==> config.mk <==
export PLATFORM = sky130hd
export DESIGN_NAME = key_click_long_combo_detector
export DESIGN_NICKNAME = d
export VERILOG_FILES = /design/src/rtl/kclcd_pkg.sv /design/src/rtl/key_click_long_combo_detector.sv
export SDC_FILE = /design/constraint.sdc
export NUM_CORES = 1
export LEC_CHECK = 0
export BUFFER_PORTS_ARGS = -buffer_cell sky130_fd_sc_hd__buf_2
export CORE_MARGIN = 2
export CORE_UTILIZATION = 25
export CTS_BUF_LIST = sky130_fd_sc_hd__clkbuf_8
export CTS_CLUSTER_DIAMETER = 100
export CTS_CLUSTER_SIZE = 10
export DETAILED_ROUTE_END_ITERATION = 16
export HOLD_SLACK_MARGIN = 0.02
export PLACE_DENSITY = 0.37
export SLEW_MARGIN = 20
export SYNTH_ARGS = -nofsm -noshare
export SYNTH_HDL_FRONTEND = slang
export SYNTH_SLANG_ARGS = --single-unit
==> constraint.sdc <==
create_clock -name clk -period 7.8 [get_ports clk]
set_clock_uncertainty 0.15 [all_clocks]
set_input_delay 1.56 -clock clk [delete_from_list [all_inputs] [get_ports clk]]
set_output_delay 1.56 -clock clk [all_outputs]
set_load 0.05 [all_outputs]
==> src/rtl/kclcd_pkg.sv <==
// ----------------------------------------------------------------------------
// kclcd_pkg: shared types and constants of the key click detector
// Key phases, event kinds, configuration register indexes and reset values.
// ----------------------------------------------------------------------------
package kclcd_pkg;

	// per-key phase of the scan state machine
	typedef enum logic [2:0] {
		PH_IDLE     = 3'd0,
		PH_DEBOUNCE = 3'd1,
		PH_PRESSED  = 3'd2,
		PH_GAP      = 3'd3,
		PH_LONG     = 3'd4
	} phase_t;

	// reported event kinds
	typedef enum logic [1:0] {
		EV_CLICK = 2'd0,
		EV_LONG  = 2'd1,
		EV_COMBO = 2'd2
	} event_kind_t;

	// configuration register indexes
	localparam int unsigned CFG_IDX_W = 3;
	typedef enum logic [CFG_IDX_W-1:0] {
		REG_LEVEL_MASK = 3'd0,
		REG_DEBOUNCE   = 3'd1,
		REG_LONG_PRESS = 3'd2,
		REG_CLICK_GAP  = 3'd3,
		REG_COMBO      = 3'd4
	} reg_idx_t;

	localparam int unsigned DEFAULT_NUM_KEYS = 3;

	localparam int unsigned DEB_W   = 4;
	localparam int unsigned HOLD_W  = 8;
	localparam int unsigned GAP_W   = 4;
	localparam int unsigned CLICK_W = 3;

	localparam logic [CLICK_W-1:0] CLICK_MAX = 3'd7;

	localparam logic [DEB_W-1:0]  DEBOUNCE_RESET   = 4'd1;
	localparam logic [HOLD_W-1:0] LONG_PRESS_RESET = 8'd80;
	localparam logic [GAP_W-1:0]  CLICK_GAP_RESET  = 4'd5;
	localparam int unsigned       COMBO_RESET      = 78;

endpackage

==> src/rtl/key_click_long_combo_detector.sv <==
// ----------------------------------------------------------------------------
// key_click_long_combo_detector: multi-key click, long press and combo detector
// Scans one key per tick through debounce, press, click gap and long press.
// ----------------------------------------------------------------------------
// Usage:
//   in channel (in_valid/in_ready, raw_levels) carries one tick request with
//   the raw level of every key. Each request not swallowed by the release
//   wait visits one key, chosen by a rotating scan index, and advances that key's phase machine.
//   out channel (out_valid/out_ready) carries at most one event per request:
//   a click burst with its count, a long press, or a combination with the
//   first held partner key.
//   cfg channel (cfg_valid/cfg_ready, cfg_index, cfg_data) writes a register;
//   cfg_ready is always high. Write only while the block is idle.
// Timing:
//   a request is registered at acceptance; its event lands in the output
//   register as the request leaves, and one request per cycle is taken unless
//   the input register waits. It only waits when its request raises an event
//   while the output register is full and out_ready is low; requests without an
//   event keep flowing past a stalled output.
// Reset:
//   arst_n clears every key to idle, the scan index to key 0, the release
//   wait flag, and loads the register reset values.
// ----------------------------------------------------------------------------
module key_click_long_combo_detector #(
	parameter int unsigned NUM_KEYS = kclcd_pkg::DEFAULT_NUM_KEYS,
	localparam int unsigned KW   = (NUM_KEYS > 1) ? $clog2(NUM_KEYS) : 1,
	localparam int unsigned CW   = NUM_KEYS * NUM_KEYS,
	localparam int unsigned CFGW = (CW > kclcd_pkg::HOLD_W) ? CW : kclcd_pkg::HOLD_W
) (
	input  logic                           clk,
	input  logic                           arst_n,

	input  logic                           in_valid,
	output logic                           in_ready,
	input  logic [NUM_KEYS-1:0]            raw_levels,

	output logic                           out_valid,
	input  logic                           out_ready,
	output logic [1:0]                     event_kind,
	output logic [KW-1:0]                  event_key,
	output logic [kclcd_pkg::CLICK_W-1:0]  click_total,
	output logic [KW-1:0]                  partner_key,

	input  logic                           cfg_valid,
	output logic                           cfg_ready,
	input  logic [kclcd_pkg::CFG_IDX_W-1:0] cfg_index,
	input  logic [CFGW-1:0]                cfg_data
);
	import kclcd_pkg::*;

	// configuration registers
	logic [NUM_KEYS-1:0] level_mask_q;
	logic [DEB_W-1:0]    debounce_ticks_q;
	logic [HOLD_W-1:0]   long_ticks_q;
	logic [GAP_W-1:0]    gap_ticks_q;
	logic [CW-1:0]       combo_q;

	// per-key state
	phase_t             phase_q [NUM_KEYS];
	logic [DEB_W-1:0]   deb_q   [NUM_KEYS];
	logic [HOLD_W-1:0]  hold_q  [NUM_KEYS];
	logic [GAP_W-1:0]   gap_q   [NUM_KEYS];
	logic [CLICK_W-1:0] click_q [NUM_KEYS];
	logic [KW-1:0]      scan_q;
	logic               release_wait_q;

	// input register
	logic                valid_s1;
	logic [NUM_KEYS-1:0] raw_s1;

	// output register
	logic               out_valid_q;
	event_kind_t        ev_kind_q;
	logic [KW-1:0]      ev_key_q;
	logic [CLICK_W-1:0] ev_clicks_q;
	logic [KW-1:0]      ev_partner_q;

	// next-state logic
	logic [NUM_KEYS-1:0] held;
	logic                do_scan;
	logic                emit;
	logic                advance;
	logic                is_down;
	phase_t              nx_phase;
	logic [DEB_W-1:0]    nx_deb;
	logic [HOLD_W-1:0]   nx_hold;
	logic [GAP_W-1:0]    nx_gap;
	logic [CLICK_W-1:0]  nx_click;
	logic                nx_release;
	event_kind_t         nx_kind;
	logic [KW-1:0]       nx_partner;
	logic [NUM_KEYS-1:0] partners;
	logic                found;
	logic [KW-1:0]       scan_next;

	assign held      = ~(raw_s1 ^ level_mask_q);
	assign is_down   = held[scan_q];
	assign partners  = combo_q[scan_q*NUM_KEYS +: NUM_KEYS];
	assign scan_next = (scan_q == KW'(NUM_KEYS - 1)) ? '0 : scan_q + 1'b1;
	// while waiting for release, a tick with any key held is swallowed
	assign do_scan   = !(release_wait_q && (held != '0));

	// first held partner, lowest index wins
	always_comb begin
		found      = 1'b0;
		nx_partner = '0;
		for (int j = NUM_KEYS - 1; j >= 0; j--) begin
			if (partners[j] && held[j]) begin
				found      = 1'b1;
				nx_partner = KW'(j);
			end
		end
	end

	always_comb begin
		nx_phase   = phase_q[scan_q];
		nx_deb     = deb_q[scan_q];
		nx_hold    = hold_q[scan_q];
		nx_gap     = gap_q[scan_q];
		nx_click   = click_q[scan_q];
		nx_release = 1'b0;
		nx_kind    = EV_CLICK;
		emit       = 1'b0;
		case (phase_q[scan_q])
			PH_IDLE: begin
				if (is_down) begin
					nx_phase = PH_DEBOUNCE;
					nx_deb   = '0;
				end
			end
			PH_DEBOUNCE: begin
				if (deb_q[scan_q] < debounce_ticks_q) begin
					nx_deb = deb_q[scan_q] + 1'b1;
				end else if (is_down) begin
					nx_phase = PH_PRESSED;
					nx_hold  = '0;
				end else begin
					nx_phase = PH_IDLE;
					nx_deb   = '0;
					nx_hold  = '0;
					nx_gap   = '0;
					nx_click = '0;
				end
			end
			PH_PRESSED: begin
				if (!is_down) begin
					if (click_q[scan_q] != CLICK_MAX) begin
						nx_click = click_q[scan_q] + 1'b1;
					end
					nx_phase = PH_GAP;
					nx_gap   = '0;
				end else if (hold_q[scan_q] < long_ticks_q) begin
					nx_hold = hold_q[scan_q] + 1'b1;
				end else begin
					nx_phase = PH_LONG;
				end
			end
			PH_GAP: begin
				if (gap_q[scan_q] < gap_ticks_q) begin
					nx_gap = gap_q[scan_q] + 1'b1;
					if (is_down) begin
						nx_phase = PH_DEBOUNCE;
						nx_deb   = '0;
					end
				end else begin
					emit     = 1'b1;
					nx_kind  = EV_CLICK;
					nx_phase = PH_IDLE;
					nx_deb   = '0;
					nx_hold  = '0;
					nx_gap   = '0;
					nx_click = '0;
				end
			end
			PH_LONG: begin
				emit       = 1'b1;
				nx_kind    = found ? EV_COMBO : EV_LONG;
				nx_release = 1'b1;
				nx_phase   = PH_IDLE;
				nx_deb     = '0;
				nx_hold    = '0;
				nx_gap     = '0;
				nx_click   = '0;
			end
			default: begin
				nx_phase = PH_IDLE;
				nx_deb   = '0;
				nx_hold  = '0;
				nx_gap   = '0;
				nx_click = '0;
			end
		endcase
		if (!do_scan) begin
			emit = 1'b0;
		end
	end

	// the input stage only waits when its event cannot enter the output register
	assign advance  = valid_s1 && !(emit && out_valid_q && !out_ready);
	assign in_ready = !valid_s1 || advance;

	always_ff @(posedge clk or negedge arst_n) begin
		if (!arst_n) begin
			valid_s1 <= 1'b0;
		end else if (in_valid && in_ready) begin
			valid_s1 <= 1'b1;
		end else if (advance) begin
			valid_s1 <= 1'b0;
		end
	end

	always_ff @(posedge clk) begin
		if (in_valid && in_ready) begin
			raw_s1 <= raw_levels;
		end
	end

	always_ff @(posedge clk or negedge arst_n) begin
		if (!arst_n) begin
			for (int k = 0; k < NUM_KEYS; k++) begin
				phase_q[k] <= PH_IDLE;
				deb_q[k]   <= '0;
				hold_q[k]  <= '0;
				gap_q[k]   <= '0;
				click_q[k] <= '0;
			end
			scan_q         <= '0;
			release_wait_q <= 1'b0;
		end else if (advance && do_scan) begin
			phase_q[scan_q] <= nx_phase;
			deb_q[scan_q]   <= nx_deb;
			hold_q[scan_q]  <= nx_hold;
			gap_q[scan_q]   <= nx_gap;
			click_q[scan_q] <= nx_click;
			scan_q          <= scan_next;
			release_wait_q  <= nx_release;
		end
	end

	always_ff @(posedge clk or negedge arst_n) begin
		if (!arst_n) begin
			out_valid_q <= 1'b0;
		end else if (advance && emit) begin
			out_valid_q <= 1'b1;
		end else if (out_ready) begin
			out_valid_q <= 1'b0;
		end
	end

	always_ff @(posedge clk) begin
		if (advance && emit) begin
			ev_kind_q    <= nx_kind;
			ev_key_q     <= scan_q;
			ev_clicks_q  <= (nx_kind == EV_CLICK) ? click_q[scan_q] : '0;
			ev_partner_q <= (nx_kind == EV_COMBO) ? nx_partner : '0;
		end
	end

	assign out_valid   = out_valid_q;
	assign event_kind  = ev_kind_q;
	assign event_key   = ev_key_q;
	assign click_total = ev_clicks_q;
	assign partner_key = ev_partner_q;

	// configuration writes
	assign cfg_ready = 1'b1;

	always_ff @(posedge clk or negedge arst_n) begin
		if (!arst_n) begin
			level_mask_q     <= '0;
			debounce_ticks_q <= DEBOUNCE_RESET;
			long_ticks_q     <= LONG_PRESS_RESET;
			gap_ticks_q      <= CLICK_GAP_RESET;
			combo_q          <= CW'(COMBO_RESET);
		end else if (cfg_valid && cfg_ready) begin
			case (cfg_index)
				REG_LEVEL_MASK: level_mask_q     <= cfg_data[NUM_KEYS-1:0];
				REG_DEBOUNCE:   debounce_ticks_q <= cfg_data[DEB_W-1:0];
				REG_LONG_PRESS: long_ticks_q     <= cfg_data[HOLD_W-1:0];
				REG_CLICK_GAP:  gap_ticks_q      <= cfg_data[GAP_W-1:0];
				REG_COMBO:      combo_q          <= cfg_data[CW-1:0];
				default: begin
				end
			endcase
		end
	end

`ifndef SYNTHESIS
	// a waiting input request means its event is blocked by a full output
	assert property (@(posedge clk) disable iff (!arst_n)
		(valid_s1 && !in_ready) |-> (out_valid_q && !out_ready))
		else $error("input stage stalled without a blocked output");

	// a long press or combination arms the release wait
	assert property (@(posedge clk) disable iff (!arst_n)
		(advance && emit && (nx_kind != EV_CLICK)) |=> release_wait_q)
		else $error("release wait not set after long press");

	// swallowed ticks while keys are held do not move the scan
	assert property (@(posedge clk) disable iff (!arst_n)
		(valid_s1 && release_wait_q && (held != '0)) |=> $stable(scan_q))
		else $error("scan moved while waiting for release");

	// a click burst always carries at least one click, other kinds none
	assert property (@(posedge clk) disable iff (!arst_n)
		out_valid_q |-> ((ev_kind_q == EV_CLICK) == (ev_clicks_q != '0)))
		else $error("click count does not match event kind");

	assert property (@(posedge clk) disable iff (!arst_n)
		scan_q <= KW'(NUM_KEYS - 1))
		else $error("scan index beyond last key");
`endif

endmodule

Word level (Yosys, flattened, before mapping)
Cells that the tools add are included. Widths: inputs -> output; s select.

Flip-flop bits (word level): 111. Input port bits: 20. Output and inout port bits: 12.

Add/sub/neg operators: 5. Shift operators: 1. Mux-type cells: 71. Multipliers: 1. Reduce and logical (&&, ||, !) cells: 29. Magnitude comparators: 6. Equality and inequality tests: 11. Bitwise logic cells: 4.

Operators with widths (count): $mux 8 (7); $mux 4 (12); $mux 3 (15); $pmux 4 s4 (2); $pmux 8 s4 (1); $bwmux 12 (2); $bwmux 24 (1); $pmux 3 s4 (2); $bwmux 9 (2); $bmux 4 s2 (2); $bmux 8 s2 (1); $demux 8 s2 (1); $bmux 3 s2 (2); $eq 3x2->1 const B (4); $mux 1 (12); $logic_and 1x1->1 (11); $mux 2 (5); $reduce_and 2->1 (5); $shiftx 9x5->3 (1); $add 4x1->4 const B (2); $add 8x1->8 const B (1); $demux 4 s2 (1); $lt 4x4->1 (2); $lt 8x8->1 (1); 25 further kinds (33).

Depth between registers and ports, before layout
Gate-level depths: netlist of the first run.

Word-level depth: 15. Mapped depth: 17.

Worst setup path after synthesis of the first run
OpenSTA, ideal clock, no wires.

Path type: flip-flop to output port. Start point: register scan_q[1]. End point: output port in_ready. Data required time: 6.090 ns. Buffers on the path: 4. Setup slack: 3.387 ns. Arrival: 2.703 ns. Stages on the path, launching flop included: 16. Cells stage by stage: dfrtp_1 -> buf_6 -> nor2b_1 -> buf_4 -> buf_2 -> buf_2 -> nand2_1 -> o21ai_0 -> ha_1 -> o21a_1 -> nor2_1 -> a211o_1 -> o21ai_0 -> nand2_1 -> nor2_1 -> inv_1.

Cells in the longest elaborated chain, start to end: 13. Elaborated cells on any way between the ends: 18. Those cells by class: order compare (1); eq/ne (2); mux (9); bitwise (1); reduce/logical (5).

Ends and longest elaborated chain: start: declaration (line key_click_long_combo_detector.sv:64) `logic [KW-1:0] scan_q;`; start signal: assignment (line key_click_long_combo_detector.sv:235) `scan_q <= scan_next;`; $not 2->3 (not written as such) * (line key_click_long_combo_detector.sv:124, key_click_long_combo_detector.sv:159); $bmux 4 s2 (line key_click_long_combo_detector.sv:159) `if (gap_q[scan_q] < gap_ticks_q) begin`; $mux 4 (not written as such) (2 in a row) (line key_click_long_combo_detector.sv:159); $lt 4x4->1 (line key_click_long_combo_detector.sv:159); $mux 1 (line key_click_long_combo_detector.sv:159); $pmux 1 s2 * (line key_click_long_combo_detector.sv:124) `case (phase_q[scan_q])`; $mux 1 * (line key_click_long_combo_detector.sv:193) `if (!do_scan) begin`; $logic_and 1x1->1 * (2 in a row) (line key_click_long_combo_detector.sv:199) `assign advance = valid_s1 && !(emit && out_valid_q && !out_ready);`; $logic_not 1->1 * (line key_click_long_combo_detector.sv:199); $logic_and 1x1->1 * (line key_click_long_combo_detector.sv:199); $logic_or 1x1->1 * (line key_click_long_combo_detector.sv:200) `assign in_ready = !valid_s1 || advance;`; end: declaration (line key_click_long_combo_detector.sv:34) `output logic in_ready,`.

Every way passes the cells marked *; elsewhere a longest branch is shown, timed or not. The select of a mux whose other input is x is not followed.

Final worst setup path of the first run
Start point: register scan_q[0]. End point: output port in_ready.

Same word-level chain as after synthesis.

==> results.sh, run 1 <==
export IMPL_numPortBuffers=30
export IMPL_wl_per_cell_um=17.5
export IMPL_fin_ws_ns=2.30
export IMPL_cp_required_ns=6.09
export IMPL_async_flop_share=0.892
export IMPL_crit_type="flop to output port"
export IMPL_cts_made_buffers=9
export IMPL_place_hpwl_um=11400
export IMPL_drv_cap=0
export IMPL_critPathMaxFanout=41
export IMPL_dr_pass1_iters=4
export IMPL_synthDistinctLibCells=71
export IMPL_cts_hold_buffers=0
export IMPL_post_route_cells_drive_above_1_share=0.245
export IMPL_worstPathArrival_ns=3.79
export IMPL_drc=0
export IMPL_rows=57
export IMPL_grt_pass1_wl_um=25500
export IMPL_status="finished, final reports clean"
export IMPL_cts_root_buf="clkbuf_8"
export IMPL_startpoint_type="flop"
export IMPL_dp_cells=899
export IMPL_synth_flop_cell="dfrtp_1"
export IMPL_avgSynthCellArea_um2=10.9
export IMPL_dieHeight_um=161
export IMPL_rsz0062_at_grt="no"
export IMPL_syn_num_nets=598
export IMPL_drt_total_wl_um=16000
export IMPL_ir_worst_vdd_mv=0.111
export IMPL_die_area_um2=25800
export IMPL_cts_tree="built"
export IMPL_fin_tns_setup_ns=0
export IMPL_syn_cell_area_um2=6140
export IMPL_clk_latency_ns=0.41
export IMPL_dr_first_iter_drc_count=204
export IMPL_clk_path_buf_depth=2
export IMPL_cts_sinks=111
export IMPL_die_w_um=161
export IMPL_finalCriticalPeriod_ns=5.50
export IMPL_hold_viol=0
export IMPL_setup_viol=0
export IMPL_cts_clk_slew_worst_paths_ns=0.11
export IMPL_place_ws_ns=2.75
export IMPL_powerDensity_nw_per_um2=271
export IMPL_syn_inst=561
export IMPL_synth_edf_count=12
export IMPL_antenna_found_initial=0
export IMPL_vias=4276
export IMPL_cts_setup_buffers=0
export IMPL_ant_nets=0
export IMPL_syn_to_final_growth_pct=10.4
export IMPL_placeableCoreArea_um2=24200
export IMPL_finalWeightedCongestion=0.762
export IMPL_p_total_mw=1.84
export IMPL_cp_end_kind="output port"
export IMPL_track_usage=0.129
export IMPL_relSlewSlack=0.380
export IMPL_grt_max_degree=64
export IMPL_tightest_slew_ns=0.926
export IMPL_fmax_mhz=182
export IMPL_crit_path_max_incr_delay_ns=0.45
export IMPL_htreeDepth=3
export IMPL_instances_no_fill=915
export IMPL_ys_warn_count=0
export IMPL_pin_count=32
export IMPL_n_antenna_cell=0
export IMPL_slowest_stage="buf_4"
export IMPL_cts_resized=0
export IMPL_min_period_over_period=0.705
export IMPL_start_util=0.254
export IMPL_yosysSeqAreaShare=0.464
export IMPL_grt_pass1_vias=4398
export IMPL_nNetsFinal=623
export IMPL_slew_violations=0
export IMPL_ys_ff_latch=111
export IMPL_hp_class="flop to flop"
export IMPL_gr_total_overflow=0
export IMPL_path_cells="buf_4 -> nor2b_2 -> buf_4 -> nand2_1 -> o21ai_0 -> ha_1 -> o221ai_1 -> a211o_1 -> o21ai_0 -> nand2_1 -> nor2_1 -> inv_1 -> buf_2"
export IMPL_leakagePower_nw=2.93
export IMPL_vias_per_cell=4.67
-- stage by stage --
step	area (um^2)	util	hold slack, ns
5_1_grt	6770	0.280	0.376
6_report	6770	0.280	0.344
2_1_floorplan	6140	-	0.292
3_3_place_gp	6570	0.272	0.310
3_5_place_dp	6570	0.272	0.322
4_1_cts	6770	0.280	0.348
-- worst max-delay path: cells and delay by family (launching register included) --
family,cells,cell delay [ns]
AO/OA/AOI/OAI,4,0.93
buffers and inverters,4,1.11
flip-flops,1,0.34
AND/OR/NAND/NOR,4,0.80
adder cells (fa/ha/maj),1,0.19
-- logic make-up (layout without fill, tap and decap cells) --
| kind of cell | after synthesis | after routing | share of synthesized area |
|---|---|---|---|
| AO/OA/AOI/OAI | 120 | 120 | 0.144 |
| adder cells (fa/ha/maj) | 17 | 17 | 0.0347 |
| flip-flops | 111 | 111 | 0.464 |
| AND/OR/NAND/NOR | 157 | 157 | 0.125 |
| XOR/XNOR | 7 | 7 | 0.00999 |
| other | 1 | 1 | 0.000611 |
| buffers and inverters | 51 | 81 | 0.0475 |
| multiplexers | 97 | 97 | 0.174 |
-- sequential cells by signal (all words and copies together), names as in the netlist --
| name | flops |
|---|---|
| debounce_ticks_q | 4 |
| level_mask_q | 3 |
| event_kind | 2 |
| hold_q | 24 |
| raw_s1 | 3 |
| combo_q | 9 |
| gap_ticks_q | 4 |
| click_q | 9 |
| deb_q | 12 |
| out_valid | 1 |
| click_total | 3 |
| long_ticks_q | 8 |
| valid_s1 | 1 |
| gap_q | 12 |
| event_key | 2 |
| phase_q | 9 |
| scan_q | 2 |
| release_wait_q | 1 |
| partner_key | 2 |
-- layer usage --
layer	track usage	wire length, um
met4	0.0495	309
met2	0.215	7700
met1	0.170	7650
met3	0.0173	358
met5	0	0
-- path summary, 6_finish.rpt --
| kind | cells after the start | end | from | slack [ns] |
|---|---|---|---|---|
| worst min-delay path | 2 | gap_q[8] | gap_q[8] | 0.34 |
| worst min register to register | 2 | gap_q[8] | gap_q[8] | 0.34 |
| worst max register to register | 12 | phase_q[8] | scan_q[0] | 3.42 |
| min in group asynchronous | 1 | debounce_ticks_q[2] | arst_n | 0.94 |
| max in group asynchronous | 2 | hold_q[4] | arst_n | 5.33 |
| worst max-delay path | 13 | in_ready | scan_q[0] | 2.30 |
-- power breakdown --
| part | total [mW] | internal, mW | switching [mW] |
|---|---|---|---|
| clock network | 0.370 | 0.153 | 0.216 |
| registers | 0.722 | 0.677 | 0.0455 |
| logic | 0.747 | 0.268 | 0.479 |
| total | 1.84 | 1.10 | 0.741 |
-- cell usage after synthesis (4+ instances only) --
cell       number  area (um^2)
a21oi_1        14         70.1
o21ai_1        12         60.1
xnor2_1         7         61.3
o2bb2ai_2       5         75.1
mux2i_1        24          240
nand2_1        67          251
buf_2           7         35.0
dfrtp_1        90         2250
edfxtp_1       12          360
ha_1           17          213
dfstp_2         9          236
nand4_1         8         50.1
o211ai_1        9         67.6
mux2_2         52          586
nor3_1          7         35.0
nor2b_1         6         37.5
nor2_1         26         97.6
o22ai_1         5         31.3
o21ai_0        33          165
inv_1          27          101
nand3_1        13         65.1
buf_6           5         56.3
buf_4           7         52.6
nand2b_1        4         25.0
mux2_1         19          214
-- final cells by class --
type                       instances  area, um^2
clock inverter                     7        80.1
clock buffer                       9         124
sequential                       111        2850
tap                              324         405
fill                            2506       17400
timing repair buffer              38         213
inverter                          27         101
multi-input combinational        399        3000
-- cell usage in the layout (no fill, tap or decap), types with 12 or more instances in the layout --
master    count
nand2_1      67
inv_1        28
mux2i_1      24
nor2_1       26
buf_2        29
ha_1         17
dfrtp_1      89
o21ai_0      33
nand3_1      13
edfxtp_1     12
o21ai_1      12
mux2_1       19
mux2_2       52
a21oi_1      14
No activity file was read; power rests on OpenSTA's default activity.
==> run 2, diff against run 1 <==
--- a/config.mk
+++ b/config.mk
@@ -5,6 +5,7 @@
 export SDC_FILE = /design/constraint.sdc
 export NUM_CORES = 1
 export LEC_CHECK = 0
+export ABC_AREA = 1
 export BUFFER_PORTS_ARGS = -buffer_cell sky130_fd_sc_hd__buf_2
 export CORE_MARGIN = 2
 export CORE_UTILIZATION = 25
==> constraint.sdc (replaced) <==
create_clock -name clk -period 5.57 [get_ports clk]
set_clock_uncertainty 0.15 [all_clocks]
set_input_delay 1.114 -clock clk [delete_from_list [all_inputs] [get_ports clk]]
set_output_delay 1.114 -clock clk [all_outputs]
set_load 0.05 [all_outputs]
==> results.sh, run 2 <==
export IMPL_die_area_um2=24800
export IMPL_n_antenna_cell=0
export IMPL_slowest_stage="dfrtp_1"
export IMPL_drv_cap=0
export IMPL_rr_startpoint="scan_q[0]"
export IMPL_p_int_mw=1.55
export IMPL_grt_pass1_wl_um=27700
export IMPL_cts_made_buffers=9
export IMPL_pin_count=32
export IMPL_cts_setup_buffers=0
export IMPL_antenna_found_initial=0
export IMPL_die_w_um=158
export IMPL_vias=4933
export IMPL_ys_warn_count=0
export IMPL_hold_viol=0
export IMPL_syn_num_nets=811
export IMPL_power_frac_comb=0.434
export IMPL_cts_sinks=111
export IMPL_critPathMaxFanout=14
export IMPL_p_switching_mw=1.34
export IMPL_drt_total_wl_um=17300
export IMPL_min_to="hold_q[23]"
export IMPL_cts_tree="built"
export IMPL_cts_root_buf="clkbuf_8"
export IMPL_reg_top3="hold_q x24, deb_q x12, gap_q x12"
export IMPL_largest_reg_flops=24
export IMPL_synth_flop_cell="dfrtp_1"
export IMPL_yosys_top_cells_count="nand2_1 (361), dfrtp_1 (90), inv_1 (70)"
export IMPL_grt_max_degree=62
export IMPL_ff2ff_setup_slack_ns=1.83
export IMPL_synthDistinctLibCells=39
export IMPL_start_util=0.253
export IMPL_finalCriticalPeriod_ns=4.19
export IMPL_p_seq_frac=0.374
export IMPL_numPortBuffers=30
export IMPL_clk_latency_ns=0.39
export IMPL_final_common_cell="nand2_1"
export IMPL_dr_pass1_iters=6
export IMPL_synth_most_common_cell="nand2_1"
export IMPL_synth_edf_count=12
export IMPL_dr_first_iter_drc_count=310
export IMPL_vias_per_cell=4.39
export IMPL_ir_worst_vdd_mv=0.136
export IMPL_hp_class="flop to flop"
export IMPL_cp_required_ns=4.31
export IMPL_path_cells="inv_2 -> nor2_4 -> buf_4 -> inv_2 -> o21ai_4 -> nand2_1 -> nor2_2 -> nand2_1 -> nand2_2 -> nand3_1 -> buf_2"
export IMPL_avgSynthCellArea_um2=7.62
export IMPL_crit_type="flop to output port"
export IMPL_met1_usage=0.203
export IMPL_place_ws_ns=1.75
export IMPL_min_from="hold_q[23]"
export IMPL_yosys_area_top_type="dfrtp_1"
export IMPL_syn_cell_area_um2=5900
export IMPL_grt_pass1_vias=4885
export IMPL_setup_viol=0
export IMPL_p_total_mw=2.89
export IMPL_fin_util=0.283
export IMPL_cp_end_kind="output port"
export IMPL_cts_clk_slew_worst_paths_ns=0.11
export IMPL_grt_util_met2=0.238
export IMPL_clk_path_buf_depth=2
export IMPL_fin_ws_ns=1.38
export IMPL_netlist_area_leader_share=0.382
export IMPL_place_hpwl_um=11900
export IMPL_busiest_layer="met2"
export IMPL_swShare=0.464
export IMPL_crit_path_max_incr_delay_ns=0.56
export IMPL_cts_hold_buffers=0
export IMPL_dieHeight_um=158
export IMPL_reg2reg_to="hold_q[16]"
export IMPL_nNetsFinal=837
export IMPL_yosysSeqAreaShare=0.483
export IMPL_final_cell_mix="nand2_1 (361), dfrtp_1 (90), inv_1 (70), o21ai_0 (47), nand3_1 (39)"
export IMPL_whs_ns=0.338
export IMPL_ff2ff_path_depth=17
export IMPL_rsz0062_at_grt="no"
export IMPL_fmax_mhz=239
export IMPL_finalWeightedCongestion=0.769
export IMPL_track_usage=0.147
export IMPL_min_path_cells=2
export IMPL_ys_top_cells_by_area="dfrtp_1 (38%), nand2_1 (23%), edfxtp_1 (6.1%)"
export IMPL_gr_usage_met3=0.0319
export IMPL_drc=0
export IMPL_post_route_cells_drive_above_1_share=0.112
export IMPL_min_period_over_period=0.753
export IMPL_slew_violations=0
export IMPL_ant_nets=0
export IMPL_leakagePower_nw=3.50
export IMPL_worstPathArrival_ns=2.93
export IMPL_rows=56
export IMPL_fin_tns_setup_ns=0
export IMPL_status="finished, final reports clean"
export IMPL_syn_to_final_growth_pct=12.1
export IMPL_tightest_slew_ns=0.842
export IMPL_htreeDepth=3
export IMPL_gr_total_overflow=0
export IMPL_powerDensity_nw_per_um2=436
export IMPL_wl_per_cell_um=15.4
export IMPL_async_flop_share=0.892
export IMPL_nFillCells=2590
export IMPL_placeableCoreArea_um2=23300
export IMPL_relSlewSlack=0.439
export IMPL_regMostFlops="hold_q"
export IMPL_syn_inst=774
export IMPL_cts_resized=0
export IMPL_p_clk_frac=0.192
export IMPL_startpoint_type="flop"
export IMPL_ys_ff_latch=111
-- run 2: cell types whose count changed after synthesis, sizes merged, moves of 7 or more --
cell	before	now
a21oi	15	7
a22oi	1	15
inv	27	80
mux2	72	1
mux2i	25	0
nand2	69	365
nand3	15	42
nor2b	7	0
o211ai	9	2
o21ai	45	56
o2bb2ai	8	0
-- run 2: critical path, delay by kind of cell, from the launching register on --
family          cells  cell delay [ns]
flops               1             0.56
simple gates        6             1.00
compound gates      1             0.22
buf+inv             4             0.75
-- run 2: logic make-up (layout without fill, tap and decap cells) --
| kind of cell | Yosys count | in the layout | share of synthesized area |
|---|---|---|---|
| and+or+nand+nor | 452 | 452 | 0.313 |
| DFF | 111 | 111 | 0.483 |
| buffers and inverters | 103 | 134 | 0.0713 |
| AOI/OAI and AO/OA | 86 | 86 | 0.0894 |
| adders and majority gates | 17 | 17 | 0.0361 |
| xor gates and xnor gates | 3 | 3 | 0.00446 |
| other | 1 | 1 | 0.000636 |
| muxes | 1 | 1 | 0.00191 |
-- run 2: worst max-delay path by stage --
stage | startpoint | endpoint | slack (ns)
4_1_cts | scan_q[0] | in_ready | 1.29
2_1_floorplan | scan_q[0] | in_ready | 2.04
3_3_place_gp | scan_q[0] | in_ready | 1.81
6_report | scan_q[0] | in_ready | 1.38
5_1_grt | scan_q[0] | in_ready | 1.11
3_5_place_dp | scan_q[0] | in_ready | 1.75
-- run 2: layout make-up --
cell class | count | area (um^2) | share of cell area
repair buffers | 38 | 213 | 0.0322
clock buffers | 9 | 124 | 0.0187
clock inverters | 7 | 96.3 | 0.0146
inverters | 80 | 300 | 0.0454
well taps | 319 | 399 | 0.0604
multi-input cells | 560 | 2630 | 0.398
flip-flops and latches | 111 | 2850 | 0.431
-- run 2: per-stage QoR --
step / area, um^2 / std cells
after floorplan: 5900 / 774
after global placement: 6390 / 1108
after detailed placement: 6390 / 1108
after CTS: 6610 / 1124
after global routing: 6610 / 1124
final: 6610 / 1124
-- run 2: per-layer routing --
metal | share of wire | vias up
li1 | - | 2500
met1 | 0.50 | 2374
met2 | 0.47 | 55
met3 | 0.031 | 4
met4 | 0.0054 | 0
met5 | 0 | -
-- run 2: power by group through the flow --
stage	sequential [mW]	combinational, mW	clock [mW]
finish	1.08	1.25	0.554
global route	1.10	1.41	0.607
CTS	1.08	1.27	0.578
detailed placement	1.09	1.27	0
global placement	1.10	1.27	0
floorplan	1.12	0.805	0
